File: config.mk
export PLATFORM = sky130hd
export DESIGN_NAME = pso_ctrl
export DESIGN_NICKNAME = d
export VERILOG_FILES = /design/src/rtl/core/pso_pkg.sv /design/src/rtl/core/pso_ctrl.sv
export SDC_FILE = /design/constraint.sdc
export NUM_CORES = 1
export LEC_CHECK = 0
export BUFFER_PORTS_ARGS = -buffer_cell sky130_fd_sc_hd__buf_2
export CAP_MARGIN = 40
export CORE_MARGIN = 1
export CORE_UTILIZATION = 45
export DETAILED_ROUTE_END_ITERATION = 10
export GPL_TIMING_DRIVEN = 0
export PLACE_DENSITY = 0.74
export SYNTH_ARGS = -nofsm -noshare
export SYNTH_HDL_FRONTEND = slang
export SYNTH_SLANG_ARGS = --single-unit
File: constraint.sdc
create_clock -name i_clk -period 2.8 [get_ports i_clk]
set_input_delay 0.14 -clock i_clk [delete_from_list [all_inputs] [get_ports i_clk]]
set_output_delay 0.14 -clock i_clk [all_outputs]
set_load 0.005 [all_outputs]
File: src/rtl/core/pso_pkg.sv
// Package with shared types and constants for the percolation site opener.
package pso_pkg;

    localparam int MAX_SIDE = 32;
    localparam int DEPTH    = MAX_SIDE * MAX_SIDE + 2;
    localparam int AW       = $clog2(DEPTH);
    localparam int SW       = $clog2(MAX_SIDE + 1);

    localparam logic FN_CLEAR = 1'b0;
    localparam logic FN_OPEN  = 1'b1;

    typedef struct packed {
        logic          func;
        logic [10:0]   site_index;
    } t_in;

    typedef struct packed {
        logic          percolates;
        logic          was_open;
        logic          bad_index;
        logic [10:0]   open_count;
    } t_out;

    typedef struct packed {
        logic          is_open;
        logic [AW-1:0] weight;
        logic [AW-1:0] parent;
    } t_word;

    typedef enum logic [3:0] {
        S_CLEAR, S_IDLE, S_CHK, S_RDP, S_TSTP, S_DIV, S_NB, S_NBT,
        S_FRD, S_FCK, S_JOIN, S_JOIN2, S_DONE
    } t_state;

    typedef enum logic [1:0] {PH_A, PH_B, PH_T, PH_BOT} t_phase;

    typedef enum logic [1:0] {NB_LEFT, NB_RIGHT, NB_UP, NB_DOWN} t_nbr;

    typedef struct packed {
        logic accept;
        logic clr_start;
        logic clr_step;
        logic set_bad;
        logic set_was;
        logic rd_p;
        logic rd_q;
        logic wr_p_open;
        logic div_step;
        logic nb_next;
        logic ld_x_p;
        logic ld_x_q;
        logic ld_x_top;
        logic ld_x_bot;
        logic x_follow;
        logic save_a;
        logic save_b;
        logic join_w1;
        logic join_w2;
        logic out_load;
    } t_cmd;

    typedef struct packed {
        logic func;
        logic bad;
        logic clr_last;
        logic rd_open;
        logic div_done;
        logic nb_exists;
        logic nb_last;
        logic at_root;
        logic same_root;
        logic out_free;
    } t_sts;

endpackage

File: src/rtl/core/pso_ctrl.sv
// Controller state machine that sequences clears, opens, unions and queries.
module pso_ctrl (
    input  logic          i_clk,
    input  logic          i_rst_n,
    input  logic          i_in_valid,
    input  logic          i_cfg_we,
    input  pso_pkg::t_sts i_sts,
    output logic          o_in_ready,
    output pso_pkg::t_cmd o_cmd
);
    import pso_pkg::*;

    t_state r_state, n_state;
    t_phase r_phase, n_phase;
    logic   r_res, n_res;

    always_ff @(posedge i_clk) begin
        if (!i_rst_n) begin
            r_state <= S_CLEAR;
            r_phase <= PH_A;
            r_res   <= 1'b0;
        end else begin
            r_state <= n_state;
            r_phase <= n_phase;
            r_res   <= n_res;
        end
    end

    always_comb begin
        n_state = r_state;
        n_phase = r_phase;
        n_res   = r_res;
        if (i_cfg_we) begin
            n_state = S_CLEAR;
            n_res   = 1'b0;
        end else begin
            unique case (r_state)
                S_CLEAR: begin
                    if (i_sts.clr_last) begin
                        if (r_res) begin
                            n_state = S_FRD;
                            n_phase = PH_T;
                        end else begin
                            n_state = S_IDLE;
                        end
                    end
                end
                S_IDLE: if (i_in_valid) n_state = S_CHK;
                S_CHK: begin
                    if (i_sts.func == FN_CLEAR) begin
                        n_state = S_CLEAR;
                        n_res   = 1'b1;
                    end else if (i_sts.bad) begin
                        n_state = S_FRD;
                        n_phase = PH_T;
                    end else begin
                        n_state = S_RDP;
                    end
                end
                S_RDP: n_state = S_TSTP;
                S_TSTP: begin
                    if (i_sts.rd_open) begin
                        n_state = S_FRD;
                        n_phase = PH_T;
                    end else begin
                        n_state = S_DIV;
                    end
                end
                S_DIV: if (i_sts.div_done) n_state = S_NB;
                S_NB: begin
                    if (i_sts.nb_exists) begin
                        n_state = S_NBT;
                    end else if (i_sts.nb_last) begin
                        n_state = S_FRD;
                        n_phase = PH_T;
                    end
                end
                S_NBT: begin
                    if (i_sts.rd_open) begin
                        n_state = S_FRD;
                        n_phase = PH_A;
                    end else if (i_sts.nb_last) begin
                        n_state = S_FRD;
                        n_phase = PH_T;
                    end else begin
                        n_state = S_NB;
                    end
                end
                S_FRD: n_state = S_FCK;
                S_FCK: begin
                    if (i_sts.at_root) begin
                        unique case (r_phase)
                            PH_A: begin
                                n_phase = PH_B;
                                n_state = S_FRD;
                            end
                            PH_B: n_state = S_JOIN;
                            PH_T: begin
                                n_phase = PH_BOT;
                                n_state = S_FRD;
                            end
                            PH_BOT: n_state = S_DONE;
                            default: n_state = S_DONE;
                        endcase
                    end else begin
                        n_state = S_FRD;
                    end
                end
                S_JOIN: begin
                    if (!i_sts.same_root) begin
                        n_state = S_JOIN2;
                    end else if (i_sts.nb_last) begin
                        n_state = S_FRD;
                        n_phase = PH_T;
                    end else begin
                        n_state = S_NB;
                    end
                end
                S_JOIN2: begin
                    if (i_sts.nb_last) begin
                        n_state = S_FRD;
                        n_phase = PH_T;
                    end else begin
                        n_state = S_NB;
                    end
                end
                S_DONE: if (i_sts.out_free) n_state = S_IDLE;
                default: n_state = S_IDLE;
            endcase
        end
    end

    always_comb begin
        o_cmd      = '0;
        o_in_ready = (r_state == S_IDLE) && !i_cfg_we;
        o_cmd.clr_start = i_cfg_we || ((r_state == S_CHK) && (i_sts.func == FN_CLEAR));
        unique case (r_state)
            S_CLEAR: begin
                o_cmd.clr_step = 1'b1;
                o_cmd.ld_x_top = i_sts.clr_last && r_res;
            end
            S_IDLE: o_cmd.accept = i_in_valid && o_in_ready;
            S_CHK: begin
                o_cmd.set_bad  = (i_sts.func == FN_OPEN) && i_sts.bad;
                o_cmd.ld_x_top = (i_sts.func == FN_OPEN) && i_sts.bad;
            end
            S_RDP: o_cmd.rd_p = 1'b1;
            S_TSTP: begin
                o_cmd.set_was   = i_sts.rd_open;
                o_cmd.ld_x_top  = i_sts.rd_open;
                o_cmd.wr_p_open = !i_sts.rd_open;
            end
            S_DIV: o_cmd.div_step = !i_sts.div_done;
            S_NB: begin
                o_cmd.rd_q     = i_sts.nb_exists;
                o_cmd.nb_next  = !i_sts.nb_exists && !i_sts.nb_last;
                o_cmd.ld_x_top = !i_sts.nb_exists && i_sts.nb_last;
            end
            S_NBT: begin
                o_cmd.ld_x_p   = i_sts.rd_open;
                o_cmd.nb_next  = !i_sts.rd_open && !i_sts.nb_last;
                o_cmd.ld_x_top = !i_sts.rd_open && i_sts.nb_last;
            end
            S_FRD: ;
            S_FCK: begin
                if (i_sts.at_root) begin
                    unique case (r_phase)
                        PH_A: begin
                            o_cmd.save_a = 1'b1;
                            o_cmd.ld_x_q = 1'b1;
                        end
                        PH_B: o_cmd.save_b = 1'b1;
                        PH_T: begin
                            o_cmd.save_a   = 1'b1;
                            o_cmd.ld_x_bot = 1'b1;
                        end
                        PH_BOT: o_cmd.save_b = 1'b1;
                        default: o_cmd.save_b = 1'b1;
                    endcase
                end else begin
                    o_cmd.x_follow = 1'b1;
                end
            end
            S_JOIN: begin
                o_cmd.join_w1  = !i_sts.same_root;
                o_cmd.nb_next  = i_sts.same_root && !i_sts.nb_last;
                o_cmd.ld_x_top = i_sts.same_root && i_sts.nb_last;
            end
            S_JOIN2: begin
                o_cmd.join_w2  = 1'b1;
                o_cmd.nb_next  = !i_sts.nb_last;
                o_cmd.ld_x_top = i_sts.nb_last;
            end
            S_DONE: o_cmd.out_load = i_sts.out_free;
            default: ;
        endcase
    end

endmodule

==> metrics <==
status=finished clean; CP startpoint kind=flop; First-pass DRT Iterations=4; Filler cells=187; detailed-routed wire length on met3=311 um; gr usage total=27.18%; CP max stage delay=340 ps; share of layout cells above drive strength 1=30.56%; critical path class=flop to primary output; Slew @ Worst Pin=552.1 ps; hold path startpoint=i_rst_n; Reg2Reg Setup Slack=980 ps; clk slew on worst S/H paths=50 ps; Logic pwr share=27.2%; fin nets=195; Post-Syn Area=949.7 um^2; Worst Path Buf+Inv=3; met2 WL=1351 um; pin count of the biggest net entering global routing=11; Max Cap Viol=0; Tmin final=2031 ps; Final Skew=2.549 ps; Post-CTS Resized=0; Cell Int Power=185.6 uW; switching share of total power=30.22%; R2R depth=7; Ys Warns=0; clock power share=34.1%; Initial Util=47.92%; Clock Path Buffers=2; Setup-failing EPs final=0; Slowest cell on crit path=o21ai_0; CTS tree=done; vias=1,224; TritonCTS buffer count=3; CTS H-tree lvls=1; post-route clock period utilization=72.55%; reg2reg end=r_state[2]; syn_nets=156; Post-CTS Setup Inserts=0; critical path's top delay family=compound AO/OA/AOI/OAI gates; Fin Setup TNS=0 ps; sequential share of the synthesized area=14.76%; Antenna Cells=0; crit end category=primary output; PortBufs=34; CTS Hold Buffers Added=0; f_max=492.3 MHz; vias in the first global route=955; critical-path maximum fanout=10; most frequent CP cell=buf_2; Post-synth EDFFs=0; Slew Viols, Final=0; RSZ-0062 raised after global routing=no; wire per inst=14.54 um; post-synthesis average cell area=6.688 um^2; critical path cell sequence=buf_2 -> buf_2 -> a21oi_1 -> o21ai_0 -> o21bai_1 -> o21ai_0 -> buf_2; grt total ovfl=0; Yosys cell types=44; Clock Latency Late Sink=250 ps; Post-synth top flop=dfxtp_1; FP Rows=16; Root Buffer=clkbuf_4; total wire length=3010 um; full die area=0.002298 mm^2; sequential share of power=38.7%; PwrDens=225.5 mW/mm^2; DRT met1 WL=1266 um; Layout Area Growth over Synthesis=24.24%; Antenna Violating Nets Remaining=0; VDD IR-drop max=0.0002477 V; first-pass GRT wire length=4340 um; initial antenna violation count=0; Worst Path Arrival=1890 ps; drt drc=0; instance count of the mapped netlist=142; HPWL Detailed=2287 um; GPL Wtd Cong=0.9638; # IOs=35; hold path endpoint=r_phase[1]; worst-case hold slack=190.3 ps; via-per-instance ratio=5.913; Crit Reg-Reg Startpoint=r_state[1]; core outline area=0.001982 mm^2; Starting DRT DRC Count=52; hold violation total from the final report=0; Die H=47.94 um; number of synthesized register bits=7; CP required=2660 ps; Rel. slew slack=62.61%; top sig layer=met4; CTS Sinks=7; LEAKAGE=0.5402 nW; P_sw=80.39 uW; chip width=47.94 um; Hold Path Cell Cnt=3; Async S/R FF share, synth=0%; Worst Hold Class=input pin to flop
cell usage in the layout (no fill, tap or decap), types with 2 or more instances in the layout:
cell type	count
buf_6	3
nand2_1	14
clkbuf_4	3
and3_1	4
inv_1	7
or3_1	2
a32oi_1	2
a21oi_1	8
clkbuf_1	2
a21boi_0	2
nor3_1	9
nor3b_1	2
and2_1	3
nor2_1	16
o21ai_0	12
dfxtp_1	7
buf_2	39
nor2b_1	5
o31ai_1	2
nand2b_1	9
nand3_1	5
metal layers:
metal,vias up,global-route usage (%)
met1,543,36.81
met2,87,42.43
li1,582,-
met3,12,5.660
met5,-,0
met4,0,9.444
how the worst max path moves through the flow:
stage          slack (ps)  cells after the start  startpoint    endpoint
5_1_grt               680                      7  r_state[0]    o_cmd[7]
3_5_place_dp         1070                      7  r_state[1]  r_state[2]
4_1_cts               840                      7  r_state[0]    o_cmd[7]
3_3_place_gp         1080                      7  r_state[1]  r_state[2]
2_1_floorplan        1230                      5  r_state[0]  r_state[0]
6_report              770                      7  r_state[0]    o_cmd[7]
sequential cells by signal, summed over array words and instances (netlist names):
signal / count
r_state: 4
r_res: 1
r_phase: 2
cell families (layout without fill, tap and decap cells):
family | Yosys count | count (layout) | synth area share (%)
simple gates | 77 | 77 | 43.48
buf+inv | 17 | 55 | 10.14
mux | 2 | 2 | 2.240
compound gates | 39 | 39 | 29.38
flops | 7 | 7 | 14.76
layout make-up:
cell class	instances	area, um^2	area share, %
Clock buffer	4	26.28	2.227
Buffer	10	70.07	5.939
Tap cell	27	33.78	2.863
Timing Repair Buffer	34	170.2	14.42
Sequential cell	7	140.1	11.88
Inverter	7	26.28	2.227
Multi-Input combinational cell	118	713.2	60.45
power by group through the flow:
| stage | combinational [mW] | clock, mW | sequential (mW) |
|---|---|---|---|
| 2_1_floorplan | 0.0414 | 0 | 0.104 |
| 3_3_place_gp | 0.0685 | 0 | 0.105 |
| 3_5_place_dp | 0.0701 | 0 | 0.105 |
| 4_1_cts | 0.0705 | 0.0937 | 0.103 |
| 5_1_grt | 0.0780 | 0.101 | 0.103 |
| 6_report | 0.0723 | 0.0908 | 0.103 |
worst register-to-register path, stage by stage, from the launching register on:
cell and delay, ps:
dfxtp_1 380, buf_4 190, buf_2 240, o21ai_0 130
a32oi_1 200, o31ai_1 120, a221oi_1 300, o32ai_1 140
through the flow:
step	setup WS [ps]	instance area, um^2	power (mW)	util (%)	std cells
finish	768.5	1180	0.2660	59.53	207
global route	681.0	1180	0.2819	59.53	207
CTS	838.7	1180	0.2669	59.53	207
detailed placement	1071	1154	0.1748	58.21	203
global placement	1078	1154	0.1732	58.21	203
floorplan	1227	949.7	0.1457	-	142
cells in the mapped netlist (2+ instances only):
cell | count | area (um^2)
a21oi_1 | 8 | 40.04
nand3_1 | 5 | 25.02
inv_1 | 7 | 26.28
o21ai_0 | 12 | 60.06
buf_6 | 3 | 33.78
buf_2 | 5 | 25.02
nor3b_1 | 2 | 15.01
and3_1 | 4 | 25.02
nand2_1 | 14 | 52.55
nor3_1 | 9 | 45.04
o31ai_1 | 2 | 15.01
nor2_1 | 16 | 60.06
dfxtp_1 | 7 | 140.1
a32oi_1 | 2 | 17.52
and2_1 | 3 | 18.77
a21boi_0 | 2 | 15.01
nor2b_1 | 5 | 31.28
or3_1 | 2 | 12.51
nand2b_1 | 9 | 56.30
Power figures use the tool's default switching activity.
